[src/sv/text_cell_blit_engine_macros.svh]
// assertion macros shared by the text cell blit engine modules
`ifndef TEXT_CELL_BLIT_ENGINE_MACROS_SVH
`define TEXT_CELL_BLIT_ENGINE_MACROS_SVH

`ifndef SYNTH
// checked property, quiet while reset is held
`define TBE_ASSERT(label, prop) \
    label: assert property (@(posedge clk) disable iff (!rst_n) prop) \
        else $error("text cell blit engine assertion failed");
// checked property, also active during reset
`define TBE_ASSERT_ALWAYS(label, prop) \
    label: assert property (@(posedge clk) prop) \
        else $error("text cell blit engine assertion failed");
`else
`define TBE_ASSERT(label, prop)
`define TBE_ASSERT_ALWAYS(label, prop)
`endif

`endif

[src/sv/tbe_pkg.sv]
// shared constants, types and tables of the text cell blit engine
package tbe_pkg;

    // screen geometry
    localparam int ROWS  = 25;
    localparam int COLS  = 80;
    localparam int CELLS = ROWS * COLS;

    // field widths of the command transaction
    localparam int ROW_W = 5;
    localparam int COL_W = 7;

    // derived widths
    localparam int AW  = (CELLS > 1) ? $clog2(CELLS) : 1;
    localparam int PW  = $clog2(CELLS + 1);
    localparam int NRW = $clog2(ROWS + 1);
    localparam int NCW = $clog2(COLS + 1);

    // limits at comparison widths
    localparam logic [ROW_W:0] ROWS_V  = (ROW_W + 1)'(ROWS);
    localparam logic [COL_W:0] COLS_V  = (COL_W + 1)'(COLS);
    localparam logic [PW-1:0]  CELLS_V = PW'(CELLS);
    localparam logic [AW-1:0]  LAST_CELL = AW'(CELLS - 1);

    // queue between front and back
    localparam int QDEPTH = 2;
    localparam int QAW    = $clog2(QDEPTH);
    localparam int QCW    = $clog2(QDEPTH + 1);

    // command codes on the input channel
    localparam logic [1:0] CMD_READ  = 2'd0;
    localparam logic [1:0] CMD_WRITE = 2'd1;
    localparam logic [1:0] CMD_CLEAR = 2'd2;
    localparam logic [1:0] CMD_COPY  = 2'd3;

    // operation codes passed to the back end
    localparam logic [2:0] OP_READ   = 3'd0;
    localparam logic [2:0] OP_WRITE  = 3'd1;
    localparam logic [2:0] OP_CLEAR  = 3'd2;
    localparam logic [2:0] OP_COPY   = 3'd3;
    localparam logic [2:0] OP_REJECT = 3'd4;

    // fill values of a cleared cell
    localparam logic [7:0] SPACE_CHAR = 8'h20;
    localparam logic [3:0] BLANK_FG   = 4'd7;

    // colour remap: 0 goes to 15, others step down by one
    localparam logic [3:0] COLOUR_MAP [16] = '{
        4'd15, 4'd0, 4'd1, 4'd2, 4'd3, 4'd4, 4'd5, 4'd6,
        4'd7, 4'd8, 4'd9, 4'd10, 4'd11, 4'd12, 4'd13, 4'd14
    };

    // decoded operation handed from front to back
    typedef struct packed {
        logic [2:0]     op;
        logic [AW-1:0]  src;
        logic [AW-1:0]  dst;
        logic [15:0]    data;
        logic [NRW-1:0] nrows;
        logic [NCW-1:0] ncols;
        logic [NCW-1:0] skip;
        logic           backward;
    } tbe_op_t;

    // linear cell index of a row and column
    function automatic logic [AW-1:0] lin_addr(input logic [ROW_W-1:0] r,
                                               input logic [COL_W-1:0] c);
        return AW'(int'(r) * COLS + int'(c));
    endfunction

endpackage

[src/sv/tbe_queue.sv]
// short operation queue between front and back ends
`include "text_cell_blit_engine_macros.svh"

module tbe_queue
    import tbe_pkg::*;
(
    input  logic    clk,
    input  logic    rst_n,
    input  logic    push,
    input  tbe_op_t push_op,
    output logic    ready,
    output logic    valid,
    output tbe_op_t head,
    input  logic    pop
);

    tbe_op_t        slot_reg [QDEPTH];
    logic [QAW-1:0] wr_reg, wr_next;
    logic [QAW-1:0] rd_reg, rd_next;
    logic [QCW-1:0] count_reg, count_next;

    assign ready = count_reg != QCW'(QDEPTH);
    assign valid = count_reg != '0;
    assign head  = slot_reg[rd_reg];

    // pointer and fill count update
    always_comb
    begin
        wr_next    = wr_reg;
        rd_next    = rd_reg;
        count_next = count_reg;
        if (push)
        begin
            wr_next = (wr_reg == QAW'(QDEPTH - 1)) ? '0 : wr_reg + QAW'(1);
        end
        if (pop)
        begin
            rd_next = (rd_reg == QAW'(QDEPTH - 1)) ? '0 : rd_reg + QAW'(1);
        end
        if (push && !pop)
        begin
            count_next = count_reg + QCW'(1);
        end
        else if (pop && !push)
        begin
            count_next = count_reg - QCW'(1);
        end
    end

    always_ff @(posedge clk or negedge rst_n)
    begin
        if (!rst_n)
        begin
            wr_reg    <= '0;
            rd_reg    <= '0;
            count_reg <= '0;
        end
        else
        begin
            wr_reg    <= wr_next;
            rd_reg    <= rd_next;
            count_reg <= count_next;
        end
    end

    // entry storage
    always_ff @(posedge clk)
    begin
        if (push)
        begin
            slot_reg[wr_reg] <= push_op;
        end
    end

    `TBE_ASSERT(a_no_overflow, push |-> count_reg < QCW'(QDEPTH))
    `TBE_ASSERT(a_no_underflow, pop |-> count_reg != '0)

endmodule

[config.mk]
export PLATFORM = sky130hd
export DESIGN_NAME = tbe_queue
export DESIGN_NICKNAME = d
export VERILOG_FILES = /design/src/sv/tbe_pkg.sv /design/src/sv/tbe_queue.sv
export VERILOG_INCLUDE_DIRS = /design/src /design/src/sv
export SDC_FILE = /design/constraint.sdc
export NUM_CORES = 1
export LEC_CHECK = 0
export BUFFER_PORTS_ARGS = -buffer_cell sky130_fd_sc_hd__buf_2
export CAP_MARGIN = 40
export CORE_AREA = 3 3 98 100
export DETAILED_ROUTE_END_ITERATION = 16
export DIE_AREA = 0 0 101 103
export GPL_ROUTABILITY_DRIVEN = 0
export GPL_TIMING_DRIVEN = 0
export PLACE_DENSITY = 0.82
export SYNTH_ARGS = -nofsm -noshare
export SYNTH_HDL_FRONTEND = slang
export SYNTH_SLANG_ARGS = --single-unit
[constraint.sdc]
create_clock -name clk -period 5.7 [get_ports clk]
set_input_delay 0.285 -clock clk [delete_from_list [all_inputs] [get_ports clk]]
set_output_delay 0.285 -clock clk [all_outputs]
set_load 0.03 [all_outputs]
==> results.sh, run 1 <==
export IMPL_outcome="completed"
export IMPL_vias=2606
export IMPL_clk_root_buffer_cell="clkbuf_8"
export IMPL_grt_pass1_vias=2852
export IMPL_finClkSkew_ns=0.00948
export IMPL_power_density_mw_per_mm2=537
export IMPL_synth_area_leaders="edfxtp_1 75%, mux2_4 18%, buf_12 2.5%"
export IMPL_antenna_found_initial=0
export IMPL_slew_viol_final=0
export IMPL_cp_buffers_inverters=3
export IMPL_pin_count=128
export IMPL_drt_first_pass_iters=4
export IMPL_dp_hpwl_um=5490
export IMPL_numCtsBuffers=17
export IMPL_end_kind="output pin"
export IMPL_cp_slowest_cell="dfrtp_1"
export IMPL_synth_xor_area_share_pct=0.895
export IMPL_cts_tree="done"
export IMPL_pwr_share_comb_pct=36.9
export IMPL_yosysSeqAreaShare_pct=76.9
export IMPL_cp_start_kind="flip-flop"
export IMPL_n_antenna_cell=0
export IMPL_cpLargestDelayFamily="buffers and inverters"
export IMPL_grt_overflow=0
export IMPL_clk_latency_ns=0.49
export IMPL_hold_violations=0
export IMPL_max_clock_freq_mhz=506
export IMPL_swShare_pct=32.5
export IMPL_layout_setup_ws_ns=3.72
export IMPL_ys_flop_type="edfxtp_1"
export IMPL_via_per_inst=4.84
export IMPL_track_usage_pct=18.7
export IMPL_grt_pass1_wl_um=14300
export IMPL_syn_num_nets=272
export IMPL_synth_most_common_cell="edfxtp_1"
export IMPL_rsz0062_at_grt="false"
export IMPL_syn_to_final_growth_pct=42.4
export IMPL_synthMuxAreaShare_pct=18.6
export IMPL_die_y_um=103
export IMPL_cp_required_ns=5.41
export IMPL_ys_warn_count=0
export IMPL_synthArstFlopShare_pct=3.17
export IMPL_num_rows=34
export IMPL_layout_drive_gt1_share_pct=53.7
export IMPL_finalSetupTns_ns=0
export IMPL_drv_cap=0
export IMPL_fin_nets=483
export IMPL_switchingPower_mw=1.22
export IMPL_p_clk_share_pct=28.6
export IMPL_post_place_ws_ns=3.81
export IMPL_clk_pin_slew_ns=0.06
export IMPL_synth_simple_area_share_pct=0.588
export IMPL_wire_per_inst_um=17.3
export IMPL_synth_seq_cells=126
export IMPL_power_frac_seq_pct=34.5
export IMPL_worstSetupPathType="reg -> out"
export IMPL_largest_reg_flops=122
export IMPL_setup_viol=0
export IMPL_post_route_period_util_pct=34.7
export IMPL_synth_common_cells="122 x edfxtp_1, 59 x mux2_4, 6 x buf_12"
export IMPL_cts_setup_buffers=0
export IMPL_netlist_area_mm2=0.00489
export IMPL_cts_sinks=126
export IMPL_ant_nets=0
export IMPL_initial_core_util_pct=55.8
export IMPL_cp_arrival_ns=1.69
export IMPL_relSlewSlack_pct=43.5
export IMPL_ir_worst_vdd_mv=0.402
export IMPL_ys_types=15
export IMPL_synthAdderAreaFrac_pct=0.256
export IMPL_leakagePower_nw=2.87
export IMPL_h_tree_depth=4
export IMPL_p_int_mw=2.52
export IMPL_die_area_mm2=0.0104
export IMPL_wirelength_um=9330
export IMPL_drc_errors=0
export IMPL_drtIter0Drc=118
export IMPL_synth_edff_count=122
export IMPL_synth_top_area_share_pct=74.9
export IMPL_synth_cells=206
export IMPL_critPathMaxStageDelay_ns=0.34
export IMPL_synth_top_family_by_area="multiplexers"
export IMPL_core_mm2=0.00876
export IMPL_worst_slew_pin_slew_ns=0.847
export IMPL_cp_max_fo=10
export IMPL_synth_top_area_cell="edfxtp_1"
export IMPL_die_x_um=101
export IMPL_period_minus_slack_ns=1.98
export IMPL_postSynthAreaPerCell_um2=23.7
export IMPL_synth_compound_area_share_pct=0
export IMPL_cts_max_path_buffers=2
export IMPL_whs_ns=0.0628
export IMPL_grt_max_degree=62
export IMPL_hold_class="in -> reg"
export IMPL_port_buffers=127
export IMPL_crit_chain="buf_6, buf_12, mux2_4, buf_2"
## cell families after synthesis
family	count (synthesis)
multiplexers	61
adder cells (fa/ha/maj)	1
flip-flops	126
buffers and inverters	8
AND/OR/NAND/NOR	5
XOR/XNOR	5
## through the flow
stage | util [%] | cells | power [mW] | cell area [um^2]
6_report | 79.5 | 538 | 3.74 | 6960
5_1_grt | 79.5 | 538 | 3.90 | 6960
4_1_cts | 79.5 | 538 | 3.77 | 6960
3_5_place_dp | 65.4 | 443 | 2.66 | 5730
3_3_place_gp | 64.6 | 441 | 2.62 | 5660
2_1_floorplan | - | 206 | 2.34 | 4890
## layout by cell type, fill, tap and decap left out, types with 3 or more instances in the layout
| cell | instances |
|---|---|
| buf_2 | 127 |
| edfxtp_1 | 122 |
| dlygate4sd3_1 | 63 |
| mux2_4 | 59 |
| clkbuf_16 | 16 |
| buf_12 | 6 |
| xor2_1 | 4 |
| clkinvlp_4 | 4 |
| dfrtp_1 | 4 |
| clkbuf_8 | 3 |
| bufinv_16 | 3 |
## worst paths after layout
check,startpoint,endpoint,slack [ns],depth (start not counted)
setup / recovery,rd_reg,head[33],3.72,4
hold / removal,push,wr_reg,0.06,2
setup reg to reg,wr_reg,slot_reg[0][49],3.86,3
hold reg to reg,count_reg[1],count_reg[1],0.49,1
max in group asynchronous,rst_n,rd_reg,5.43,2
min in group asynchronous,rst_n,wr_reg,0.13,2
## metal layers
metal | part of all wire, % | global-route usage (%) | vias to the layer above
met4 | 1.1 | 5.93 | 0
met3 | 4.7 | 5.62 | 8
met2 | 55 | 34.8 | 80
li1 | - | - | 1236
met1 | 39 | 20.7 | 1282
met5 | 0 | 0 | -
## power by group through the flow
stage / sequential, mW / combinational (mW) / clock, mW
after floorplan: 1.30 / 1.04 / 0
after global placement: 1.31 / 1.31 / 0
after detailed placement: 1.31 / 1.35 / 0
after CTS: 1.29 / 1.39 / 1.09
after global routing: 1.31 / 1.45 / 1.14
final: 1.29 / 1.38 / 1.07
## what timing repair did
action	4_1_cts	5_1_grt
hold buffers	63	0
setup endpoints to repair	0	0
hold endpoints to repair	127	0
gates resized for setup	0	0
## area by class of cell
class	instances	area [um^2]
Fill cell	487	1800
Timing Repair Buffer	192	1320
Tap cell	108	135
Clock buffer	20	445
Inverter	1	3.75
Sequential cell	126	3760
Multi-Input combinational cell	72	1000
Clock inverter	12	160
Buffer	7	131
Power figures use the tool's default switching activity.
==> inputs of run 2 (changes only) <==
CORE_AREA = 3 3 101 103   (was 3 3 98 100)
DIE_AREA = 0 0 104 106   (was 0 0 101 103)
PLACE_DENSITY = 0.78   (was 0.82)
clock period = 1.9 ns   (was 5.7 ns; I/O delays follow)
==> run 2 against run 1 <==
  * Hold slack better by 0.26 ns
  * Die area rose by 6.0%
  * Combinational power grew to 3.0 times the previous value
  * Largest power group unchanged
==> results.sh, run 2 (synthesized netlist as in run 1, its figures left out) <==
export IMPL_outcome="completed"
export IMPL_wirelength_um=9140
export IMPL_grt_pass1_wl_um=15000
export IMPL_layout_common_cells="127 x buf_2, 122 x edfxtp_1, 65 x dlygate4sd3_1"
export IMPL_ctsHoldBuffers=65
export IMPL_crit_chain="buf_6, buf_12, mux2_4, buf_2"
export IMPL_drv_cap=0
export IMPL_clk_root_buffer_cell="clkbuf_8"
export IMPL_critPathLaunch="rd_reg"
export IMPL_cp_arrival_ns=1.68
export IMPL_max_clock_freq_mhz=562
export IMPL_ant_nets=0
export IMPL_track_usage_pct=17.7
export IMPL_initial_core_util_pct=52.7
export IMPL_numCtsBuffers=17
export IMPL_rr_endpoint="slot_reg[1][55]"
export IMPL_grt_overflow=0
export IMPL_cts_sinks=126
export IMPL_grt_pass1_vias=2920
export IMPL_drtIter0Drc=113
export IMPL_h_tree_depth=4
export IMPL_layout_drive_gt1_share_pct=53.0
export IMPL_cp_required_ns=1.80
export IMPL_clk_pin_slew_ns=0.06
export IMPL_rsz0062_at_grt="false"
export IMPL_hold_violations=0
export IMPL_slew_viol_final=0
export IMPL_holdPathStages=2
export IMPL_r2r_cells=1
export IMPL_cp_start_kind="flip-flop"
export IMPL_cts_setup_buffers=0
export IMPL_worst_slew_pin_slew_ns=0.841
export IMPL_num_rows=35
export IMPL_cts_tree="done"
export IMPL_layout_setup_ws_ns=0.122
export IMPL_port_buffers=127
export IMPL_post_route_period_util_pct=93.6
export IMPL_power_density_mw_per_mm2=1590
export IMPL_relSlewSlack_pct=44.0
export IMPL_leakagePower_nw=2.87
export IMPL_cp_max_fo=10
export IMPL_cts_resized=0
export IMPL_finClkSkew_ns=0.00861
export IMPL_largest_reg_flops=122
export IMPL_clk_latency_ns=0.49
export IMPL_syn_to_final_growth_pct=42.8
export IMPL_end_kind="output pin"
export IMPL_pin_count=128
export IMPL_fin_nets=485
export IMPL_finalSetupTns_ns=0
export IMPL_grt_max_degree=62
export IMPL_period_minus_slack_ns=1.78
export IMPL_setup_viol=0
export IMPL_hp_start="push_op[26]"
export IMPL_final_common_cell="buf_2"
export IMPL_post_place_ws_ns=0.328
export IMPL_hold_class="in -> reg"
export IMPL_vias=2628
export IMPL_via_per_inst=4.68
export IMPL_drt_first_pass_iters=4
export IMPL_drc_errors=0
export IMPL_die_y_um=106
export IMPL_critPathMaxStageDelay_ns=0.33
export IMPL_antenna_found_initial=0
export IMPL_cp_slowest_cell="dfrtp_1"
export IMPL_ir_worst_vdd_mv=0.978
export IMPL_worstSetupPathType="reg -> out"
export IMPL_dp_hpwl_um=5370
export IMPL_holdPathEnd="slot_reg[1][26]"
export IMPL_power_total_mw=11.1
export IMPL_n_antenna_cell=0
export IMPL_die_area_mm2=0.0110
export IMPL_cts_max_path_buffers=2
export IMPL_wire_per_inst_um=16.3
export IMPL_worstReg2RegStart="wr_reg"
export IMPL_die_x_um=104
export IMPL_core_mm2=0.00928
export IMPL_fillers=596
export IMPL_reg2reg_setup_slack_ns=0.34
[run 2: cell types whose count changed in the layout (fill, tap and decap cells not counted), sizes merged]
| cell | previous run | this run |
|---|---|---|
| clkbuf | 20 | 19 |
| clkinvlp | 4 | 3 |
| dlygate4sd3 | 63 | 65 |
| clkinv | 3 | 5 |
[run 2: how the worst max path moves through the flow]
stage | slack, ns | depth (start not counted) | to
2_1_floorplan | 0.15 | 1 | slot_reg[0][0]
3_5_place_dp | 0.33 | 1 | slot_reg[1][3]
3_3_place_gp | -0.31 | 1 | slot_reg[0][43]
4_1_cts | 0.08 | 4 | head[12]
6_report | 0.12 | 4 | head[43]
5_1_grt | 0.05 | 4 | head[24]
[run 2: per-layer routing]
metal | share of wire [%] | vias to the layer above | track usage [%]
met1 | 40 | 1288 | 20.4
met3 | 5.5 | 4 | 5.89
met5 | 0 | - | 0
met2 | 54 | 89 | 31.2
met4 | 0.32 | 0 | 6.27
li1 | - | 1247 | -
[run 2: cell type report]
type                    instances  area [um^2]  share of cell area [%]
multi-input cells              72         1000                    14.4
repair buffers                194         1330                    19.1
clock buffers                  19          422                    6.04
well taps                     129          161                    2.31
flip-flops and latches        126         3760                    53.9
inverters                       1         3.75                  0.0537
clock inverters                13          165                    2.36
plain buffers                   7          131                    1.88
[run 2: per-stage QoR]
stage | util, % | cells | area (um^2) | hold WS, ns
floorplan | - | 206 | 4900 | -0.201
global placement | 61.4 | 462 | 5700 | -0.0969
detailed placement | 61.9 | 464 | 5750 | -0.0910
CTS | 75.2 | 561 | 6980 | 0.290
global route | 75.2 | 561 | 6980 | 0.300
finish | 75.2 | 561 | 6980 | 0.326
[run 2: worst max-delay path, delay by kind of cell (launching register included)]
| kind | cells | cell delay, ns |
|---|---|---|
| buffers and inverters | 3 | 0.54 |
| DFF | 1 | 0.33 |
| muxes | 1 | 0.31 |
[run 2: report_power, final]
group	internal (mW)	switching [mW]	leakage [nW]
Clock	2.00	1.13	0.276
Combinational	1.79	2.33	1.40
Sequential	3.70	0.164	1.19
Total	7.49	3.63	2.87
==> inputs of run 3 (changes only) <==
SETUP_SLACK_MARGIN = 0.2   (was default)
TNS_END_PERCENT = 1   (was default)
==> run 3 against run 2 <==
  * Clock power about the same
  * Hold slack hardly changed
  * Clock-buffer cell count unchanged
  * Sequential power is essentially flat
  * Final area up 5.4%
  * Clock skew is essentially flat
  * Register-to-register slack worse by 0.03 ns
  * Sequential share of layout area down 2.8 points
  * Routed wire length increased by 5.9%
  * Critical endpoint is now head[35]
  * Largest power group unchanged
==> results.sh, run 3 (synthesized netlist as in run 1, its figures left out) <==
export IMPL_clk_latency_ns=0.49
export IMPL_cts_tree="done"
export IMPL_end_kind="output pin"
export IMPL_dp_hpwl_um=5370
export IMPL_worstSetupPathType="reg -> out"
export IMPL_finClkSkew_ns=0.00828
export IMPL_largest_reg_flops=122
export IMPL_final_util_pct=79.3
export IMPL_leakagePower_nw=2.99
export IMPL_initial_core_util_pct=52.7
export IMPL_cts_max_path_buffers=2
export IMPL_max_clock_freq_mhz=565
export IMPL_die_x_um=104
export IMPL_core_mm2=0.00928
export IMPL_power_total_mw=11.9
export IMPL_layout_drive_gt1_share_pct=53.0
export IMPL_grt_pass1_wl_um=15700
export IMPL_cp_required_ns=1.80
export IMPL_wirelength_um=9690
export IMPL_post_route_period_util_pct=93.1
export IMPL_cp_start_kind="flip-flop"
export IMPL_multiInputGateArea_mm2=0.00100
export IMPL_ir_worst_vdd_mv=0.969
export IMPL_die_y_um=106
export IMPL_drtIter0Drc=93
export IMPL_finalSetupTns_ns=0
export IMPL_cts_sinks=126
export IMPL_via_per_inst=4.68
export IMPL_wire_per_inst_um=17.3
export IMPL_num_rows=35
export IMPL_outcome="completed"
export IMPL_track_usage_pct=18.7
export IMPL_hold_violations=0
export IMPL_numCtsBuffers=17
export IMPL_n_antenna_cell=0
export IMPL_ant_nets=0
export IMPL_hold_class="in -> reg"
export IMPL_drv_cap=0
export IMPL_fillers=522
export IMPL_grt_overflow=0
export IMPL_drt_first_pass_iters=4
export IMPL_port_buffers=127
export IMPL_period_minus_slack_ns=1.77
export IMPL_syn_to_final_growth_pct=50.5
export IMPL_relSlewSlack_pct=44.0
export IMPL_setup_viol=0
export IMPL_cts_setup_buffers=0
export IMPL_pin_count=128
export IMPL_fin_nets=485
export IMPL_h_tree_depth=4
export IMPL_layout_common_cells="122 x edfxtp_1, 68 x buf_2, 65 x dlygate4sd3_1"
export IMPL_final_seq_area_mm2=0.00376
export IMPL_cp_max_fo=10
export IMPL_power_density_mw_per_mm2=1620
export IMPL_grt_max_degree=62
export IMPL_cp_arrival_ns=1.67
export IMPL_drc_errors=0
export IMPL_clk_pin_slew_ns=0.06
export IMPL_rsz0062_at_grt="true"
export IMPL_worst_slew_pin_slew_ns=0.841
export IMPL_grt_pass1_vias=3014
export IMPL_die_area_mm2=0.0110
export IMPL_clk_root_buffer_cell="clkbuf_8"
export IMPL_slew_viol_final=0
export IMPL_final_common_cell="edfxtp_1"
export IMPL_antenna_found_initial=0
export IMPL_vias=2625
## run 3: cell count changes in the layout (fill, tap and decap cells not counted)
cell / before / now
buf_12: 7 / 8
buf_2: 127 / 68
buf_6: 1 / 59
## run 3: metrics by stage
step                area, um^2  worst slack, ns  hold slack (ns)  std cells
floorplan                 4900            0.148           -0.201        206
global placement          5700           -0.311          -0.0969        462
detailed placement        5750            0.328          -0.0910        464
CTS                       7360            0.125            0.290        561
global route              7360           0.0617            0.300        561
finish                    7360            0.131            0.326        561
## run 3: path summary, 6_finish.rpt
path	start	to	slack (ns)	depth (start not counted)
worst max-delay path	rd_reg	head[35]	0.13	4
min in group asynchronous	rst_n	count_reg[1]	0.52	3
worst min-delay path	push_op[36]	slot_reg[0][36]	0.33	2
worst max register to register	wr_reg	slot_reg[1][29]	0.31	1
max in group asynchronous	rst_n	rd_reg	1.18	3
worst min register to register	count_reg[1]	count_reg[1]	0.50	1
## run 3: layout make-up
cell class                      instances  share of cell area, %
Buffer                                  7                   1.90
Clock buffer                           19                   5.73
Clock inverter                         13                   2.24
Inverter                                1                 0.0510
Multi-Input combinational cell         72                   13.6
Sequential cell                       126                   51.1
Tap cell                              129                   2.19
Timing Repair Buffer                  194                   23.1
## run 3: metal layers
layer,track usage [%],part of all wire (%),vias to the layer above
met3,6.19,5.4,8
met2,33.7,54,92
met5,0,0,-
met4,6.74,0.84,0
met1,20.7,40,1276
li1,-,-,1249
## run 3: timing repair
item	in CTS	in global routing
endpoints found under the hold margin	129	0
endpoints found under the setup margin	59	61
gates resized for setup	120	0
hold buffers	65	0
## run 3: report_power, final
| group | total [mW] | switching [mW] | internal [mW] |
|---|---|---|---|
| Sequential | 3.87 | 0.176 | 3.70 |
| Combinational | 4.91 | 2.47 | 2.43 |
| Clock | 3.14 | 1.14 | 2.00 |
## run 3: critical path, stage by stage, from the launching register on
cell     delay (ns)
dfrtp_1        0.40
buf_12         0.17
buf_12         0.15
mux2_4         0.31
buf_6          0.14
